--- config.mk ---
export PLATFORM = sky130hd
export DESIGN_NAME = dst5_sqrt_cell
export DESIGN_NICKNAME = d
export VERILOG_FILES = /design/src/rtl/core/dst5_pkg.sv /design/src/rtl/core/dst5_sqrt_cell.sv
export SDC_FILE = /design/constraint.sdc
export NUM_CORES = 1
export LEC_CHECK = 0
export BUFFER_PORTS_ARGS = -buffer_cell sky130_fd_sc_hd__buf_2
export CAP_MARGIN = 15
export CORE_AREA = 4 4 355 357
export CTS_CLUSTER_SIZE = 16
export DETAILED_ROUTE_END_ITERATION = 6
export DIE_AREA = 0 0 359 361
export PLACE_DENSITY = 0.3
export SETUP_SLACK_MARGIN = 0.5
export SLEW_MARGIN = 20
export SYNTH_ARGS = -nofsm -noshare
export SYNTH_HDL_FRONTEND = slang
export SYNTH_SLANG_ARGS = --single-unit
--- constraint.sdc ---
create_clock -name clk -period 0.8 [get_ports clk]
set_clock_uncertainty 0.1 [all_clocks]
set_input_delay 0.24 -clock clk [delete_from_list [all_inputs] [get_ports clk]]
set_output_delay 0.24 -clock clk [all_outputs]
set_load 0.1 [all_outputs]
--- src/rtl/core/dst5_pkg.sv ---
// Shared types and fixed widths for the five-axis range and Jacobian block.
package dst5_pkg;

	localparam int IN_W    = 48;
	localparam int RANGE_W = 50;
	localparam int GRAD_W  = 32;
	localparam int N_AX    = 5;

	typedef struct packed {
		logic signed [IN_W-1:0] p_x;
		logic signed [IN_W-1:0] p_y;
		logic signed [IN_W-1:0] p_z;
		logic signed [IN_W-1:0] p_clock_bias;
		logic signed [IN_W-1:0] p_tropo;
		logic signed [IN_W-1:0] q_x;
		logic signed [IN_W-1:0] q_y;
		logic signed [IN_W-1:0] q_z;
		logic signed [IN_W-1:0] q_clock_bias;
		logic signed [IN_W-1:0] q_tropo;
	} operands_t;

	typedef struct packed {
		logic [RANGE_W-1:0]       range;
		logic signed [GRAD_W-1:0] grad_p_x;
		logic signed [GRAD_W-1:0] grad_p_y;
		logic signed [GRAD_W-1:0] grad_p_z;
		logic signed [GRAD_W-1:0] grad_p_clock_bias;
		logic signed [GRAD_W-1:0] grad_p_tropo;
		logic signed [GRAD_W-1:0] grad_q_x;
		logic signed [GRAD_W-1:0] grad_q_y;
		logic signed [GRAD_W-1:0] grad_q_z;
		logic signed [GRAD_W-1:0] grad_q_clock_bias;
		logic signed [GRAD_W-1:0] grad_q_tropo;
		logic                     zero_range;
	} result_t;

endpackage

--- src/rtl/core/dst5_sqrt_cell.sv ---
// One cell of the square root chain: settles one root bit per word.
module dst5_sqrt_cell import dst5_pkg::*; #(
	parameter int RW     = 51,
	parameter int SIDE_W = 250
) (
	input  logic              clk,
	input  logic              arst_n,
	input  logic              vld_i,
	input  logic [2*RW-1:0]   rad_i,
	input  logic [RW:0]       rem_i,
	input  logic [RW-1:0]     root_i,
	input  logic [SIDE_W-1:0] side_i,
	output logic              vld_o,
	output logic [2*RW-1:0]   rad_o,
	output logic [RW:0]       rem_o,
	output logic [RW-1:0]     root_o,
	output logic [SIDE_W-1:0] side_o
);

	logic [RW+1:0] rem_sh;
	logic [RW+1:0] trial;
	logic          ge;
	logic [RW+1:0] rem_n;

	always_comb begin
		rem_sh = {rem_i[RW-1:0], rad_i[2*RW-1 -: 2]};
		trial  = {root_i, 2'b01};
		ge     = rem_sh >= trial;
		rem_n  = ge ? rem_sh - trial : rem_sh;
	end

	always_ff @(posedge clk or negedge arst_n) begin
		if (!arst_n) begin
			vld_o <= 1'b0;
		end else begin
			vld_o <= vld_i;
		end
	end

	always_ff @(posedge clk) begin
		rad_o  <= {rad_i[2*RW-3:0], 2'b00};
		rem_o  <= rem_n[RW:0];
		root_o <= {root_i[RW-2:0], ge};
		side_o <= side_i;
	end

endmodule

==> flow_summary.toml, run 1 <==
[floorplan]
core-area_um2 = 123000
ioPinCount = 914
initial_core_util = 0.106
row_count = 129
die_x_um = 359
dieArea_um2 = 130000
fp.dieH_um = 361

[route]
ant_nets = 0
drt_pre_antenna_iters = 4
drc = 0
drtIter0Drc = 492
routed_wl_um = 97900
vias = 12700
avgViaCountPerCell = 3.23
wl_per_cell_um = 25.0

[pwr]
p_sw_mw = 28.8
comb_power_share = 0.334
power.leakage_nw = 14.3
p_clk_frac = 0.347
powerDensity_nw_per_um2 = 2410
p_sw_frac = 0.366
vdd_drop_max_v = 0.00170
seqPwrFrac = 0.318
internal-power_mw = 50.0

[placed_design]
routabilityCongestion = 0.862
post-place-cells = 3760
place_area_um2 = 29600
place_hpwl_um = 85500
io_buffers = 910

[synthesis]
yosys-top-cells-count = "dfxtp_1, inv_1, a21oi_1"
ys_seq_elements = 454
yosysTopAreaCellShare = 0.693
syn_area_um2 = 13100
syn_inst = 1023
synth_edf_count = 0
synth_flop_cell = "dfxtp_1"
synth.avg_cell_area_um2 = 12.8
synth.largest_area_cell = "dfxtp_1"
postSynth.asyncResetShare = 0.00220
yosys.cell_count.top_type = "dfxtp_1"
ys_seq_area_frac = 0.695
ys_types = 60
yosysWarnings = 0
synth_area_leaders = "dfxtp_1, ha_1, mux2_4"

[final_layout]
ff_latch_area_um2 = 10700
multi_input_area_um2 = 4200
finalNetCount = 2721
nFillCells = 12700
fin_cells = 3913
finalInstanceArea_um2 = 32800
drive_gt1_frac = 0.812
area_delta_synth_final_pct = 150

[setup_path]
critical_path.cell_chain = "buf_6, inv_2, ha_4, a21o_1, a31oi_4, o22ai_2, or4_4, a22oi_2, a21oi_2, o21bai_2, a21oi_4, buf_12, buf_12, buf_16, mux2_4"
worstPathArrival_ns = 3.04
crit_top_cell = "buf_12"
path_class = "primary input to flop"
path_max_fanout = 8
crit_required_ns = 1.22
crit_path_start_kind = "primary input"
max_stage_delay_ns = 0.59
slowest_stage = "or4_4"
cp-end-kind = "flop"

[run_status]
status = "finished, violations left"
violations = "negative hold slack, negative setup slack"

[timing]
max_clock_freq_mhz = 382
tns_ns = -410.39
rsz0062_at_grt = "true"
setup_violations = 507
period_minus_slack_ns = 2.62
hold_viol = 454
holdWs_ns = -0.711
min_period_over_period = 3.27
fin_ws_ns = -1.82
maxSlewViolCount = 0

[clock_tree]
cts_sinks = 454
cts_root_buf = "clkbuf_16"
clock_path_buffers = 3
cts_tree = "yes"
cts.clk_slew.worst_paths_ns = 0.05
h-tree-depth = 2
numCtsBuffers = 60

[job]
maxCapViolCount = 0

[grt]
antenna_found_initial = 75
grt_pass1_wl_um = 128000
grt_overflow = 0
grt_usage = 0.146
grt_pass1_vias = 13600
grt_max_degree = 17

[min_path]
min_path_type = "primary input to asynchronous set/reset pin"
-- cells by family (layout without fill, tap and decap cells) --
logic type	Yosys count	after routing	share of synthesized area
multiplexers	44	44	0.0501
AO/OA/AOI/OAI	173	173	0.0854
buffers and inverters	98	1333	0.0323
adder cells (fa/ha/maj)	53	53	0.0507
XOR/XNOR	44	44	0.0294
AND/OR/NAND/NOR	156	156	0.0572
other	1	19	0.000286
flip-flops	454	454	0.695
-- per-stage QoR --
| step | total power, mW | setup slack [ns] | util |
|---|---|---|---|
| global placement | 51.1 | -2.84 | 0.241 |
| finish | 78.8 | -1.82 | 0.267 |
| CTS | 80.6 | -1.76 | 0.264 |
| detailed placement | 51.1 | -2.80 | 0.241 |
| floorplan | 39.1 | -2.07 | - |
| global route | 82.4 | -1.89 | 0.266 |
-- cell type report --
class                      instances  share of cell area
antenna                           17             0.00130
clock buffer                      74              0.0477
clock inverter                    37              0.0125
inverter                          66             0.00863
multi-input combinational        472               0.128
sequential                       454               0.327
tap                             1637              0.0625
timing repair buffer            1156               0.413
-- worst max-delay path, delay by kind of cell --
kind | cells | cell delay (ns)
AO/OA/AOI/OAI | 7 | 1.11
AND/OR/NAND/NOR | 1 | 0.59
buffers and inverters | 5 | 0.58
multiplexers | 1 | 0.30
adder cells (fa/ha/maj) | 1 | 0.21
-- layout by cell type (no fill, tap or decap), types with 5 or more instances in the layout --
cell / n
dfxtp_2: 33
o21ai_1: 7
ha_1: 23
inv_2: 7
a31oi_1: 5
xnor2_1: 29
clkbuf_1: 13
buf_6: 18
buf_8: 6
o21ai_0: 25
clkbuf_16: 60
inv_4: 7
xor2_1: 14
clkinv_1: 14
bufinv_16: 7
inv_1: 50
nand2_1: 41
mux2_4: 43
nand4_1: 15
diode_2: 17
a21oi_1: 49
clkinv_2: 6
buf_16: 5
a21oi_2: 8
dfxtp_4: 418
nand3_1: 15
nor2b_1: 7
buf_4: 233
buf_2: 435
o21a_1: 10
nor2_1: 37
nor3_1: 9
ha_4: 26
a21o_1: 21
buf_12: 458
-- layer usage --
metal / wire [um] / vias up / global-route usage
met5: 191 / - / 0
met4: 3160 / 34 / 0.0445
met3: 14200 / 182 / 0.103
met2: 45200 / 624 / 0.236
met1: 35100 / 5948 / 0.150
li1: - / 5865 / -
-- state kept, by name, summed over array words and instances, names as in the netlist --
signal and cells:
rem_o 52, rad_o 100, side_o 250, root_o 51
vld_o 1
-- worst max path at each step --
stage / startpoint / endpoint / slack (ns) / depth (start not counted)
6_report: root_i[14] / rem_o[39] / -1.82 / 15
5_1_grt: root_i[30] / rem_o[35] / -1.89 / 16
4_1_cts: root_i[27] / rem_o[37] / -1.76 / 14
3_5_place_dp: root_i[1] / rem_o[43] / -2.80 / 14
3_3_place_gp: root_i[11] / rem_o[43] / -2.84 / 14
2_1_floorplan: root_i[1] / rem_o[10] / -2.07 / 12
-- power by group through the flow --
| stage | Clock (mW) | Combinational (mW) | Sequential [mW] |
|---|---|---|---|
| finish | 27.4 | 26.4 | 25.1 |
| global route | 29.8 | 27.4 | 25.3 |
| CTS | 28.9 | 26.5 | 25.2 |
| detailed placement | 0 | 25.5 | 25.5 |
| global placement | 0 | 25.6 | 25.6 |
| floorplan | 0 | 3.14 | 36.0 |
-- timing repair --
action	CTS	global route
setup endpoints to repair	507	507
endpoints found under the hold margin	454	454
cloned	4	0
gates resized for setup	144	56
buffers inserted	16	5
pin swaps	38	14
Note: power is estimated with default switching activity, not from simulation.
==> run 2: changes to the inputs <==
--- a/config.mk
+++ b/config.mk
@@ -7,10 +7,11 @@
 export LEC_CHECK = 0
 export BUFFER_PORTS_ARGS = -buffer_cell sky130_fd_sc_hd__buf_2
 export CAP_MARGIN = 15
-export CORE_AREA = 4 4 355 357
+export CORE_AREA = 4 4 351 353
+export CTS_BUF_LIST = sky130_fd_sc_hd__clkbuf_4
 export CTS_CLUSTER_SIZE = 16
 export DETAILED_ROUTE_END_ITERATION = 6
-export DIE_AREA = 0 0 359 361
+export DIE_AREA = 0 0 355 357
 export PLACE_DENSITY = 0.3
 export SETUP_SLACK_MARGIN = 0.5
 export SLEW_MARGIN = 20
==> run 2 against run 1 <==
  * The run still ends with negative hold slack, negative setup slack left
  * Routed wire length increased by 5.3%
  * Non-clock buffer count increased by 392
  * Cell count increased by 14%
  * Global-route usage increased by 1.3 points
  * Clock power decreased by 9.5%
  * Largest cell class unchanged
==> flow_summary.toml, run 2 (synthesis results as in run 1) <==
[floorplan]
fp.dieH_um = 357
initial_core_util = 0.109
core-area_um2 = 120000
row_count = 127
ioPinCount = 914
dieArea_um2 = 127000
die_x_um = 355

[clock_tree]
numCtsBuffers = 150
clock_path_buffers = 3
cts_sinks = 454
h-tree-depth = 4
cts.clk_slew.worst_paths_ns = 0.05
cts_tree = "yes"
cts_root_buf = "clkbuf_4"

[run_status]
violations = "negative hold slack, negative setup slack"
status = "finished, violations left"

[timing]
period_minus_slack_ns = 2.26
worst_pin_slew_ns = 0.537
fin_ws_ns = -1.46
maxSlewHeadroom = 0.642
hold_viol = 453
rsz0062_at_grt = "true"
tns_ns = -573.19
setup_violations = 507
maxSlewViolCount = 0
holdWs_ns = -1.11
min_period_over_period = 2.83
max_clock_freq_mhz = 442

[setup_path]
crit_family = "simple AND/OR/NAND/NOR gates"
crit_path_start_kind = "primary input"
cp-end-kind = "flop"
critical_path.cell_chain = "buf_4, ha_4, or3_4, o22ai_4, nor4_2, or4_4, a22oi_2, a21oi_2, o21bai_2, a21oi_4, buf_12, buf_12, buf_16, mux2_4"
crit_top_cell = "buf_12"
worstPathArrival_ns = 3.06
path_class = "primary input to flop"
slowest_stage = "or4_4"
crit_required_ns = 1.59
path_max_fanout = 7
crit_buf_inv = 4
max_stage_delay_ns = 0.47

[job]
maxCapViolCount = 0

[grt]
grt_overflow = 0
grt_usage = 0.158
antenna_found_initial = 60
grt_pass1_wl_um = 136000
grt_pass1_vias = 16500
grt_max_degree = 17

[pwr]
powerDensity_nw_per_um2 = 2140
power.leakage_nw = 16.1
p_total_mw = 78.4
vdd_drop_max_v = 0.00115

[placed_design]
io_buffers = 910
routabilityCongestion = 0.848
place_hpwl_um = 87200
place_area_um2 = 29700

[final_layout]
postLayoutCoreUtil = 0.306
finalNetCount = 3203
max_flop_register = "side_o"
layout_common_cells = "buf_12, buf_2, dfxtp_4"
drive_gt1_frac = 0.703
finalInstanceArea_um2 = 36600
largest_reg_flops = 250
final_common_cell = "buf_12"
nFillCells = 12300
area_delta_synth_final_pct = 180
top_regs = "side_o (250), rad_o (100), rem_o (52)"

[route]
drt_pre_antenna_iters = 4
wl_per_cell_um = 23.1
drc = 0
avgViaCountPerCell = 3.32
vias = 14800
drtIter0Drc = 434
ant_nets = 0
routed_wl_um = 103000

[min_path]
min_path_type = "primary input to asynchronous set/reset pin"
## run 2: worst paths after layout
| check | startpoint | to | slack [ns] | cells after the start |
|---|---|---|---|---|
| max in group asynchronous | arst_n | vld_o | 1.59 | 1 |
| min in group clk | root_i[37] | root_o[38] | -0.81 | 1 |
| min | arst_n | vld_o | -1.11 | 1 |
| max | rem_i[2] | rem_o[33] | -1.46 | 14 |
## run 2: stage by stage
stage                     setup WS, ns  cells
after floorplan                  -2.07   1024
after global placement           -2.66   3747
after detailed placement         -2.65   3747
after CTS                        -1.42   4426
after global routing             -1.43   4444
final                            -1.46   4453
## run 2: routing by layer
metal | vias to the layer above | GRT usage | wire (um)
met5 | - | 0 | 160
met4 | 24 | 0.0671 | 4180
met3 | 208 | 0.102 | 14000
met2 | 731 | 0.252 | 47100
met1 | 6898 | 0.166 | 37500
li1 | 6933 | - | -
## run 2: timing repair
action	in CTS	in global routing
buffers inserted	11	3
gates cloned	9	0
hold buffers	380	2
resized for setup	132	52
endpoints found under the setup margin	507	507
pin swaps	28	28
endpoints found under the hold margin	455	455
## run 2: cell type report
class	instances	area, um2	area share
Antenna cell	22	55.1	0.00150
Clock buffer	203	1520	0.0416
Clock inverter	76	414	0.0113
Inverter	66	272	0.00741
Multi-Input combinational cell	472	4160	0.114
Sequential cell	454	10700	0.292
Tap cell	1612	2020	0.0551
Timing Repair Buffer	1548	17500	0.477
## run 2: power by group
part	switching, mW	internal, mW	leakage [nW]	total [mW]
registers	1.36	23.8	3.98	25.1
clock network	11.9	12.9	1.13	24.8
logic	16.9	11.5	11.0	28.4
