<file path="config.mk">
export PLATFORM = sky130hd
export DESIGN_NAME = dst5_div_cell
export DESIGN_NICKNAME = d
export VERILOG_FILES = /design/src/rtl/core/dst5_pkg.sv /design/src/rtl/core/dst5_div_cell.sv
export SDC_FILE = /design/constraint.sdc
export NUM_CORES = 1
export LEC_CHECK = 0
export BUFFER_PORTS_ARGS = -buffer_cell sky130_fd_sc_hd__buf_2
export CAP_MARGIN = 20
export CORE_AREA = 2 2 365 367
export CTS_BUF_LIST = sky130_fd_sc_hd__clkbuf_16
export CTS_CLUSTER_DIAMETER = 30
export CTS_CLUSTER_SIZE = 25
export DETAILED_ROUTE_END_ITERATION = 6
export DIE_AREA = 0 0 367 369
export HOLD_SLACK_MARGIN = 0.15
export MAX_ROUTING_LAYER = met4
export PLACE_DENSITY = 0.43
export SYNTH_ARGS = -nofsm -noshare
export SYNTH_HDL_FRONTEND = slang
export SYNTH_SLANG_ARGS = --single-unit
export TNS_END_PERCENT = 30
</file>
<file path="constraint.sdc">
create_clock -name clk -period 1 [get_ports clk]
set_input_delay 0.15 -clock clk [delete_from_list [all_inputs] [get_ports clk]]
set_output_delay 0.15 -clock clk [all_outputs]
set_load 0.01 [all_outputs]
</file>
<file path="src/rtl/core/dst5_pkg.sv">
// Shared types and fixed widths for the five-axis range and Jacobian block.
package dst5_pkg;

	localparam int IN_W    = 48;
	localparam int RANGE_W = 50;
	localparam int GRAD_W  = 32;
	localparam int N_AX    = 5;

	typedef struct packed {
		logic signed [IN_W-1:0] p_x;
		logic signed [IN_W-1:0] p_y;
		logic signed [IN_W-1:0] p_z;
		logic signed [IN_W-1:0] p_clock_bias;
		logic signed [IN_W-1:0] p_tropo;
		logic signed [IN_W-1:0] q_x;
		logic signed [IN_W-1:0] q_y;
		logic signed [IN_W-1:0] q_z;
		logic signed [IN_W-1:0] q_clock_bias;
		logic signed [IN_W-1:0] q_tropo;
	} operands_t;

	typedef struct packed {
		logic [RANGE_W-1:0]       range;
		logic signed [GRAD_W-1:0] grad_p_x;
		logic signed [GRAD_W-1:0] grad_p_y;
		logic signed [GRAD_W-1:0] grad_p_z;
		logic signed [GRAD_W-1:0] grad_p_clock_bias;
		logic signed [GRAD_W-1:0] grad_p_tropo;
		logic signed [GRAD_W-1:0] grad_q_x;
		logic signed [GRAD_W-1:0] grad_q_y;
		logic signed [GRAD_W-1:0] grad_q_z;
		logic signed [GRAD_W-1:0] grad_q_clock_bias;
		logic signed [GRAD_W-1:0] grad_q_tropo;
		logic                     zero_range;
	} result_t;

endpackage

</file>
<file path="src/rtl/core/dst5_div_cell.sv">
// One cell of the divider chain: one quotient bit for each of the five axes.
module dst5_div_cell import dst5_pkg::*; #(
	parameter int RW = 51,
	parameter int QW = 31
) (
	input  logic              clk,
	input  logic              arst_n,
	input  logic              vld_i,
	input  logic [RW-1:0]     den_i,
	input  logic [N_AX-1:0]   bit_i,
	input  logic [N_AX-1:0]   neg_i,
	input  logic [RW-1:0]     rem_i [N_AX],
	input  logic [QW-1:0]     quo_i [N_AX],
	output logic              vld_o,
	output logic [RW-1:0]     den_o,
	output logic [N_AX-1:0]   neg_o,
	output logic [RW-1:0]     rem_o [N_AX],
	output logic [QW-1:0]     quo_o [N_AX]
);

	logic [RW:0]     rem_sh [N_AX];
	logic [RW:0]     rem_n  [N_AX];
	logic [N_AX-1:0] ge;

	always_comb begin
		for (int i = 0; i < N_AX; i++) begin
			rem_sh[i] = {rem_i[i], bit_i[i]};
			ge[i]     = rem_sh[i] >= {1'b0, den_i};
			rem_n[i]  = ge[i] ? rem_sh[i] - {1'b0, den_i} : rem_sh[i];
		end
	end

	always_ff @(posedge clk or negedge arst_n) begin
		if (!arst_n) begin
			vld_o <= 1'b0;
		end else begin
			vld_o <= vld_i;
		end
	end

	always_ff @(posedge clk) begin
		den_o <= den_i;
		neg_o <= neg_i;
		for (int i = 0; i < N_AX; i++) begin
			rem_o[i] <= rem_n[i][RW-1:0];
			quo_o[i] <= {quo_i[i][QW-2:0], ge[i]};
		end
	end

endmodule

</file>
==> results.md, run 1 <==
Status:
- The flow ran to the end, but the final reports show violations.
- The checks that failed: hold timing, setup timing.

STA:
- The final worst setup slack is -1.84 ns.
- The worst path uses 284% of the clock period.
- The worst-case headroom to the max-slew limit is ~52%.
- The worst hold margin is -0.522 ns.
- The total count of hold-check failures in the final report is 95.
- Setup repair after global routing could not meet its margin everywhere.
- The peak clock frequency supported by timing is 353 MHz.
- The final critical delay including setup and external delays is between 2 and 3 ns.
- The transition time of the tightest slew-check pin is between 0.7 and 0.8 ns.
- Setup violations remaining at the end of the flow were counted as between 700 and 800.
- The total count of max-transition violations in the final report is 0.

Logic synthesis:
- By area the synthesized netlist is led by dfxtp_1 (35%), ha_1 (12%), o21ai_0 (7.3%), a21oi_1 (5.9%), nand2_1 (5.9%).
- After synthesis the cells add up to ~26000 um^2.
- In this run, synthesis inferred 0 flip-flops with an integrated enable.
- The number of nets in the synthesized netlist is 3929.
- dfxtp_1 takes more of the synthesized area than any other cell.
- The synthesis warning total is 0.
- Among all flip-flop cells after synthesis, the most frequent one is dfxtp_1.
- The average cell area after synthesis is a little over 8 um^2.
- After synthesis the netlist holds a flip-flop and latch count of ~470.
- The number of different library cells in the post-synthesis netlist is 73.
- Synthesis handed over a netlist of ~3200 instances.
- The fraction of registers with async set/reset is less than 1%.
- In this run the biggest area consumer among cell types represents 35.4% of the synthesized area.
- The sequential fraction of the synthesis area is ~36%.

GRT:
- The total global routing track utilization is 24.9%.
- Entering global routing, the biggest net connects 25 pins.
- The number of antenna violations at the first check in global routing came to 38.
- The first global-routing pass estimated approximately 240000 um of wire.
- The number of global-route vias before repair came to between 30000 and 40000.
- The final global-route overflow total is 0.

Pwr:
- The internal power contribution is 68.7 mW.
- The worst-case IR drop observed on VDD is 1620 uV.
- The power spent charging and discharging nets is about 33 mW.
- The static leakage is approximately 28 nW.
- Of the total power, the clock network draws around 45%.
- Combinational logic is responsible for roughly a third of the overall power.
- Registers are responsible for between 20 and 25% of the overall power.
- Net switching is about a third of the power.
- In this run the power density over the cells is around 1700 nW/um^2.

Routing:
- The final antenna-violating net count is 0.
- The number of DRC violations after detailed routing is 0.
- The routed wire length per instance is approximately 22 um.
- Using the TritonRoute via totals, the vias-per-cell ratio works out to roughly 4.5.
- The detailed router finished its first iteration with between 1500 and 2000 violations.
- The aggregate routed wire length is 171000 um.
- The first-pass detailed-route iteration total is 5.
- The routed layout has 35400 vias.

Floorplanning:
- The top-level port count is roughly 940.
- From left edge to right edge, the die measures between 300 and 400 um.
- The y dimension of the die is about 370 um.
- The initial core utilization is between 20% and 30%.
- The core footprint is about 130000 um^2.
- The number of rows in the core area is around 130.
- The floorplan step defined a die boundary enclosing between 100000 and 150000 um^2.

Finish:
- From synthesis to final layout, the design area changed by 124%.
- Of the cells placed in the final design, the portion with a size suffix greater than 1 is 49.5%.
- The net count of the finished layout is between 6000 and 7000.
- The utilization after layout is between 40 and 50%.
- After the flow finishes, the layout carries non-filler instances totaling just under 8000.

Worst setup path:
- The worst setup path is captured at a register.
- The startpoint type of the worst setup path is an input pin.
- The highest net fanout along the worst path is 8.
- The critical path arrival is roughly 3.5 ns.
- STA puts the critical path data required time at 1.65 ns.
- The type of the worst setup path is in2reg.

Clocking:
- The clock tree synthesis step divided the H-tree into 4 levels.
- The buffer levels on the longest clock path is 3.
- The number of clock sinks is between 400 and 500.
- The cell at the root of the clock tree is clkbuf_16.
- TritonCTS built the clock tree.
- The clock transition at the registers of the reported paths is around 0.05 ns.
- The number of clock buffers inserted by TritonCTS is about 140.

Place:
- The number of placed cells counting well taps is roughly 7000.
- The HPWL reported at the end of detailed placement is 133000 um.
- At the placement stage, the worst setup path has a slack of -2.91 ns.
- The count of input and output buffers is 935.
- At the end of routability-driven placement, the weighted congestion stood at around 0.95.

Worst hold path:
- Counting instances, the worst hold path has a depth of 1.
- The launch instance of the worst min-delay path is den_i[6].
- In this run the worst hold path is classified as in2reg.
- The end of the worst hold path is den_o[6].

Flow run:
- Across the run, the number of max-cap violations was 0.
## layout by cell type (no fill, tap or decap), types with 28 or more instances in the layout
master	count
buf_4	1116
xor2_1	93
buf_16	28
a21oi_2	40
o21ai_0	146
nor3_1	31
a21oi_1	259
o21bai_1	46
nand2_2	79
xnor2_1	128
buf_6	82
ha_1	178
nand2b_1	36
nor2_1	131
buf_12	64
nand4_1	81
nand2_4	53
buf_2	920
a21o_1	149
o21ai_1	116
clkinvlp_4	35
o21ai_2	113
inv_1	107
dlygate4sd3_1	593
ha_4	72
nand3_1	43
clkbuf_16	147
nand2_1	283
dfxtp_1	466
## critical path: stages
cell        delay (ns)
buf_8             0.08
clkinvlp_4        0.18
buf_6             0.18
buf_6             0.10
buf_6             0.13
ha_4              0.27
o211a_1           0.18
o31ai_4           0.08
a21oi_2           0.18
buf_4             0.14
o21a_4            0.15
a21oi_4           0.07
o21ai_2           0.16
a21oi_1           0.09
buf_4             0.15
o21ba_4           0.19
o31a_4            0.37
buf_12            0.18
buf_4             0.15
mux2_4            0.29
## worst max-delay path by stage
stage / to / from / cells past startpoint / slack [ns]
2_1_floorplan: rem_o[208] / den_i[24] / 13 / -2.16
3_3_place_gp: rem_o[118] / den_i[17] / 19 / -2.90
3_5_place_dp: rem_o[90] / den_i[17] / 17 / -2.91
4_1_cts: rem_o[177] / den_i[5] / 19 / -1.77
5_1_grt: rem_o[182] / den_i[5] / 18 / -1.90
6_report: rem_o[72] / den_i[5] / 20 / -1.84
## repair_timing
action	in CTS	in global routing
endpoints found under the hold margin	466	173
setup buffers	126	63
resized for setup	653	409
gates cloned	42	5
hold buffers	570	52
endpoints found under the setup margin	727	727
pin swaps	168	152
## registers in the layout (all words and copies together), names as in the netlist
name,count
rem_o,255
quo_o,155
den_o,51
neg_o,5
vld_o,1
## power by group through the flow
stage / Combinational [mW] / Sequential (mW) / Clock (mW)
final: 32.9 / 22.7 / 45.9
after global routing: 35.2 / 22.9 / 47.7
after CTS: 31.4 / 22.7 / 46.4
after detailed placement: 25.5 / 22.9 / 0
after global placement: 25.5 / 23.0 / 0
after floorplan: 9.79 / 23.9 / 0
## per-layer routing
| layer | global-route usage, % | vias to the layer above | share of wire (%) |
|---|---|---|---|
| li1 | - | 17200 | - |
| met1 | 25.9 | 16900 | 38 |
| met2 | 45.1 | 1041 | 52 |
| met3 | 4.27 | 324 | 4.3 |
| met4 | 12.3 | 0 | 5.1 |
| met5 | - | - | 0 |
## layout make-up
type	count	area, um^2
inverters	127	554
fillers	12700	72200
clock buffers	142	3550
repair buffers	2833	22400
multi-input cells	2462	19400
flip-flops and latches	467	9350
well taps	1755	2200
clock inverters	113	1390
diodes	22	55.1
## cells in the mapped netlist, drive strengths merged, types with 5 or more instances
cell type,number
dfxtp,466
nand4,81
fa,5
a21oi,312
ha,255
xor2,97
o21a,23
or3,10
inv,127
a221oi,10
xnor2,133
a31oi,27
a31o,6
a21o,149
and3,21
nor3b,7
clkbuf,128
a21boi,12
and4,6
o22ai,5
and2,13
nand2b,38
nand2,415
buf,11
nor4,11
o31a,5
o21ai,387
o31ai,20
nor3,40
o21bai,48
nor2,145
mux2,14
nor2b,24
o211ai,13
a2111oi,6
nand3,50
a211oi,13
## stage by stage
step | hold slack (ns) | cell area (um^2) | total power, mW | setup TNS, ns
3_5_place_dp | -0.0703 | 41900 | 48.4 | -709.00
6_report | -0.522 | 58900 | 102 | -623.94
2_1_floorplan | -0.146 | 26800 | 33.7 | -508.04
5_1_grt | -0.565 | 58900 | 106 | -670.52
3_3_place_gp | -0.0672 | 41900 | 48.5 | -699.71
4_1_cts | -0.605 | 56900 | 101 | -638.79
## cell families (layout without fill, tap and decap cells)
| family | count (synthesis) | in the layout | share of synthesized area [%] |
|---|---|---|---|
| and+or+nand+nor | 876 | 876 | 15.2 |
| buffers and inverters | 266 | 3215 | 3.87 |
| xor gates and xnor gates | 230 | 230 | 7.65 |
| adders and majority gates | 260 | 260 | 12.5 |
| DFF | 467 | 467 | 35.5 |
| other | 0 | 22 | 0 |
| muxes | 17 | 17 | 0.712 |
| AOI/OAI and AO/OA | 1079 | 1079 | 24.6 |
(Power assumes the default switching activity.)
==> run 2, diff against run 1 <==
--- a/config.mk
+++ b/config.mk
@@ -6,4 +6,5 @@
 export NUM_CORES = 1
 export LEC_CHECK = 0
+export ABC_AREA = 1
 export BUFFER_PORTS_ARGS = -buffer_cell sky130_fd_sc_hd__buf_2
 export CAP_MARGIN = 20
@@ -16,5 +17,5 @@
 export HOLD_SLACK_MARGIN = 0.15
 export MAX_ROUTING_LAYER = met4
-export PLACE_DENSITY = 0.43
+export PLACE_DENSITY = 0.51
 export SYNTH_ARGS = -nofsm -noshare
 export SYNTH_HDL_FRONTEND = slang
==> constraint.sdc (replaced) <==
create_clock -name clk -period 1 [get_ports clk]
set_input_delay 0.15 -clock clk [delete_from_list [all_inputs] [get_ports clk]]
set_output_delay 0.15 -clock clk [all_outputs]
set_load 0.05 [all_outputs]
==> results.md, run 2 <==
Status:
- Outcome: finished with violations (unchanged).
- Violations in the final reports: DRC, hold timing, setup timing (was hold timing, setup timing).

STA:
- The worst-case headroom to the max-slew limit is 72.3% (was 51.7%).
- The total count of hold-check failures in the final report is 102 (was 95).
- Unrepaired setup endpoints after global routing: yes (unchanged).
- The final worst setup slack is -0.722 ns (was -1.84 ns).
- The final critical delay including setup and external delays is 1.72 ns (was 2.84 ns).
- The setup TNS after final layout is -398.21 ns (was -623.94 ns).
- The total setup violations reported at the end of the flow is 727 (unchanged).
- The period utilization is 172% (was 284%).
- The total count of max-transition violations in the final report is 0 (unchanged).
- The transition time of the tightest slew-check pin is 0.413 ns (was 0.717 ns).
- The peak clock frequency supported by timing came to 581 MHz (was 353 MHz).
- The worst hold margin is -0.398 ns (was -0.522 ns).

Worst setup path:
- The data required time at the worst endpoint is 1.65 ns (about the same).
- The startpoint type of the worst setup path is an input pin (unchanged).
- The highest net fanout along the worst path is 7 (was 8).
- The critical path arrival is 2.37 ns (was 3.49 ns).
- The longest individual stage delay on the worst path is 0.23 ns (was 0.37 ns).
- The type of the worst setup path was in2reg (unchanged).
- The kind of cell adding the most delay to the critical path is buffers and inverters (was compound AO/OA/AOI/OAI gates).
- The worst path buffer plus inverter count is 6 (was 9).
- List of cells traversed by the critical path: buf_6 -> clkinvlp_4 -> buf_4 -> buf_6 -> ha_4 -> nand2_2 -> nand2_2 -> a21oi_2 -> nand2_1 -> nand2_1 -> nand2_2 -> a21oi_4 -> nand3_4 -> buf_12 -> clkbuf_16 -> nand3_1 -> nand2_1 (was buf_8 -> clkinvlp_4 -> buf_6 -> buf_6 -> buf_6 -> ha_4 -> o211a_1 -> o31ai_4 -> a21oi_2 -> buf_4 -> o21a_4 -> a21oi_4 -> o21ai_2 -> a21oi_1 -> buf_4 -> o21ba_4 -> o31a_4 -> buf_12 -> buf_4 -> mux2_4).
- The critical path capture point type is a register (unchanged).
- The highest-delay cell along the critical path is ha_4 (was o31a_4).

GRT:
- The wire length of the first global-routing pass is 323000 um (was 241000 um).
- The total global routing track utilization is 34.0% (was 24.9%).
- The final global-route overflow total is 0 (unchanged).
- The number of global-route vias before repair is 48100 (was 37000).
- The maximum number of pins on one net before global-route repair came to 42 (was 25).
- The number of antenna violations at the first check in global routing came to 43 (was 38).

Floorplanning:
- The die outline area was 135000 um^2 (unchanged).
- The y dimension of the die is 369 um (unchanged).
- The core footprint is 131000 um^2 (unchanged).
- The initial core utilization was 27.3% (was 20.1%).
- The number of rows in the core area came to 133 (unchanged).
- The top-level port count is 941 (unchanged).
- The die outline width is 367 um (unchanged).

Logic synthesis:
- The synthesis warning total is 0 (unchanged).
- The cell with the most instances after synthesis was nand2_1 (was dfxtp_1).
- The post-synthesis cell type with the largest combined area is dfxtp_1 (unchanged).
- The area share of the largest cell type after synthesis is 26.0% (was 35.4%).
- Top post-synthesis cells by count: nand2_1 (2396), inv_1 (1356), dfxtp_1 (466) (was dfxtp_1 (466), nand2_1 (415), o21ai_0 (385)).
- The net count after synthesis is 6843 (was 3929).
- The number of different library cells in the post-synthesis netlist is 36 (was 73).
- The flip-flop cell with the highest count after synthesis is dfxtp_1 (unchanged).
- The average cell area after synthesis is 5.86 um^2 (was 8.25 um^2).
- The total of flip-flops plus latches after synthesis is 467 (unchanged).
- The fraction of registers with async set/reset is 0.214% (unchanged).
- The area of the mapped netlist was 35800 um^2 (was 26300 um^2).
- The sequential fraction of the synthesis area was 26.1% (was 35.5%).
- Synth top area cells: dfxtp_1 (26%), nand2_1 (25%), inv_1 (14%), ha_1 (8.9%), nor2_1 (4.5%) (was dfxtp_1 (35%), ha_1 (12%), o21ai_0 (7.3%), a21oi_1 (5.9%), nand2_1 (5.9%)).
- The post-synthesis instance total was 6109 (was 3195).
- The number of flops mapped to enable cells by yosys is 0 (unchanged).

Finish:
- Most frequent cells in the layout: nand2_1 (2163), inv_1 (1317), buf_4 (1157) (was buf_4 (1116), buf_2 (920), dlygate4sd3_1 (593)).
- The number of flip-flops under the largest register name was 255 (unchanged).
- The register bank with the most flops is rem_o (unchanged).
- Leading registers by flop count: rem_o (255), quo_o (155), den_o (51) (unchanged).
- The net total in the final layout is 9744 (was 6767).
- The most frequent standard cell in the layout excluding fill and tap cells is nand2_1 (was buf_4).
- The post-synthesis to final-layout area growth came to 91.2% (was 124%).
- The layout cell share with drive strength beyond 1 is 35.0% (was 49.5%).

Place:
- The HPWL reported at the end of detailed placement is 189000 um (was 133000 um).
- The weighted congestion reported at the end of routability-driven placement is 1.06 (was 0.949).
- The count of input and output buffers came to 935 (unchanged).
- The post-placement setup slack is -1.81 ns (was -2.91 ns).

Clocking:
- The clock tree from TritonCTS is built (unchanged).
- The cell at the root of the clock tree is clkbuf_16 (unchanged).
- The buffer levels on the longest clock path is 3 (unchanged).
- The clock transition at the registers of the reported paths was 0.05 ns (about the same).
- The maximum level of the CTS H-tree is 4 (unchanged).
- The number of clock sinks is 467 (unchanged).
- The number of clock buffers inserted by TritonCTS came to 138 (was 142).

Worst hold path:
- The type of the most critical hold path is in2reg (unchanged).

Pwr:
- The worst vdd rail ir drop was 1490 uV (was 1620 uV).
- The total power divided by cell area came to 1630 nW/um^2 (was 1720 nW/um^2).
- The static leakage is 37.8 nW (was 28.0 nW).

Routing:
- The first-pass detailed-route iteration total is 7 (was 5).
- The number of violations reported at the end of detailed-routing iteration 0 was 3767 (was 1675).
- The final antenna-violating net count is 0 (unchanged).
- The routed wire length per instance is 21.6 um (was 21.5 um).
- The average via count per standard cell is 4.54 (was 4.47).
- The number of DRC violations after detailed routing is 8 (was 0).
- The total vias in the final route is 49600 (was 35400).
- The aggregate routed wire length came to 236000 um (was 171000 um).

Flow run:
- The number of max-cap violations is 0 (unchanged).
-- run 2: cell families (layout without fill, tap and decap cells) --
kind of cell             Yosys count  count (layout)  share of synthesized area [%]
AND/OR/NAND/NOR                 3455            3456                           40.3
buffers and inverters           1436            4449                           15.7
flip-flops                       467             467                           26.1
AO/OA/AOI/OAI                    351             351                           5.33
adder cells (fa/ha/maj)          260             260                           9.19
XOR/XNOR                         140             140                           3.42
other                              0              27                              0
-- run 2: routing by layer --
layer	GRT usage [%]	routed length [um]
met5	-	0
met4	21.6	17400
met3	5.46	14900
met2	56.4	111000
met1	38.1	92400
-- run 2: where the power goes --
part / total, mW / internal, mW / leakage, nW / switching [mW]
logic: 44.4 / 16.6 / 31.5 / 27.7
clock network: 44.6 / 30.0 / 2.34 / 14.6
registers: 22.7 / 21.3 / 3.95 / 1.37
total: 112 / 68.0 / 37.8 / 43.7
-- run 2: repair_timing --
item | 4_1_cts | 5_1_grt
hold buffers | 570 | 9
hold endpoints to repair | 463 | 195
setup buffers | 67 | 39
endpoints found under the setup margin | 727 | 727
gates cloned | 10 | 21
pin swaps | 59 | 145
gates resized for setup | 388 | 532
-- run 2: metrics by stage --
step / instance area (um^2) / util (%) / hold WS [ns] / cells / power (mW)
2_1_floorplan: 36000 / - / -0.146 / 6109 / 43.3
3_3_place_gp: 52300 / 39.9 / -0.0523 / 9922 / 60.9
3_5_place_dp: 52300 / 39.9 / -0.0533 / 9922 / 60.8
4_1_cts: 65300 / 49.8 / -0.423 / 10800 / 110
5_1_grt: 68400 / 52.2 / -0.419 / 10900 / 116
6_report: 68500 / 52.2 / -0.398 / 10900 / 112
-- run 2: worst paths after layout --
check | startpoint | cells after the start | end
worst min-delay path | den_i[0] | 1 | den_o[0]
worst max-delay path | den_i[41] | 17 | rem_o[88]
max in group asynchronous | arst_n | 3 | vld_o
min in group asynchronous | arst_n | 3 | vld_o
-- run 2: cell type report --
type	instances	area, um^2
timing repair buffer	2830	22600
sequential	467	9400
inverter	1366	5150
antenna	27	67.6
fill	13200	62700
clock inverter	114	1230
tap	1755	2200
multi-input combinational	4207	24400
clock buffer	139	3480
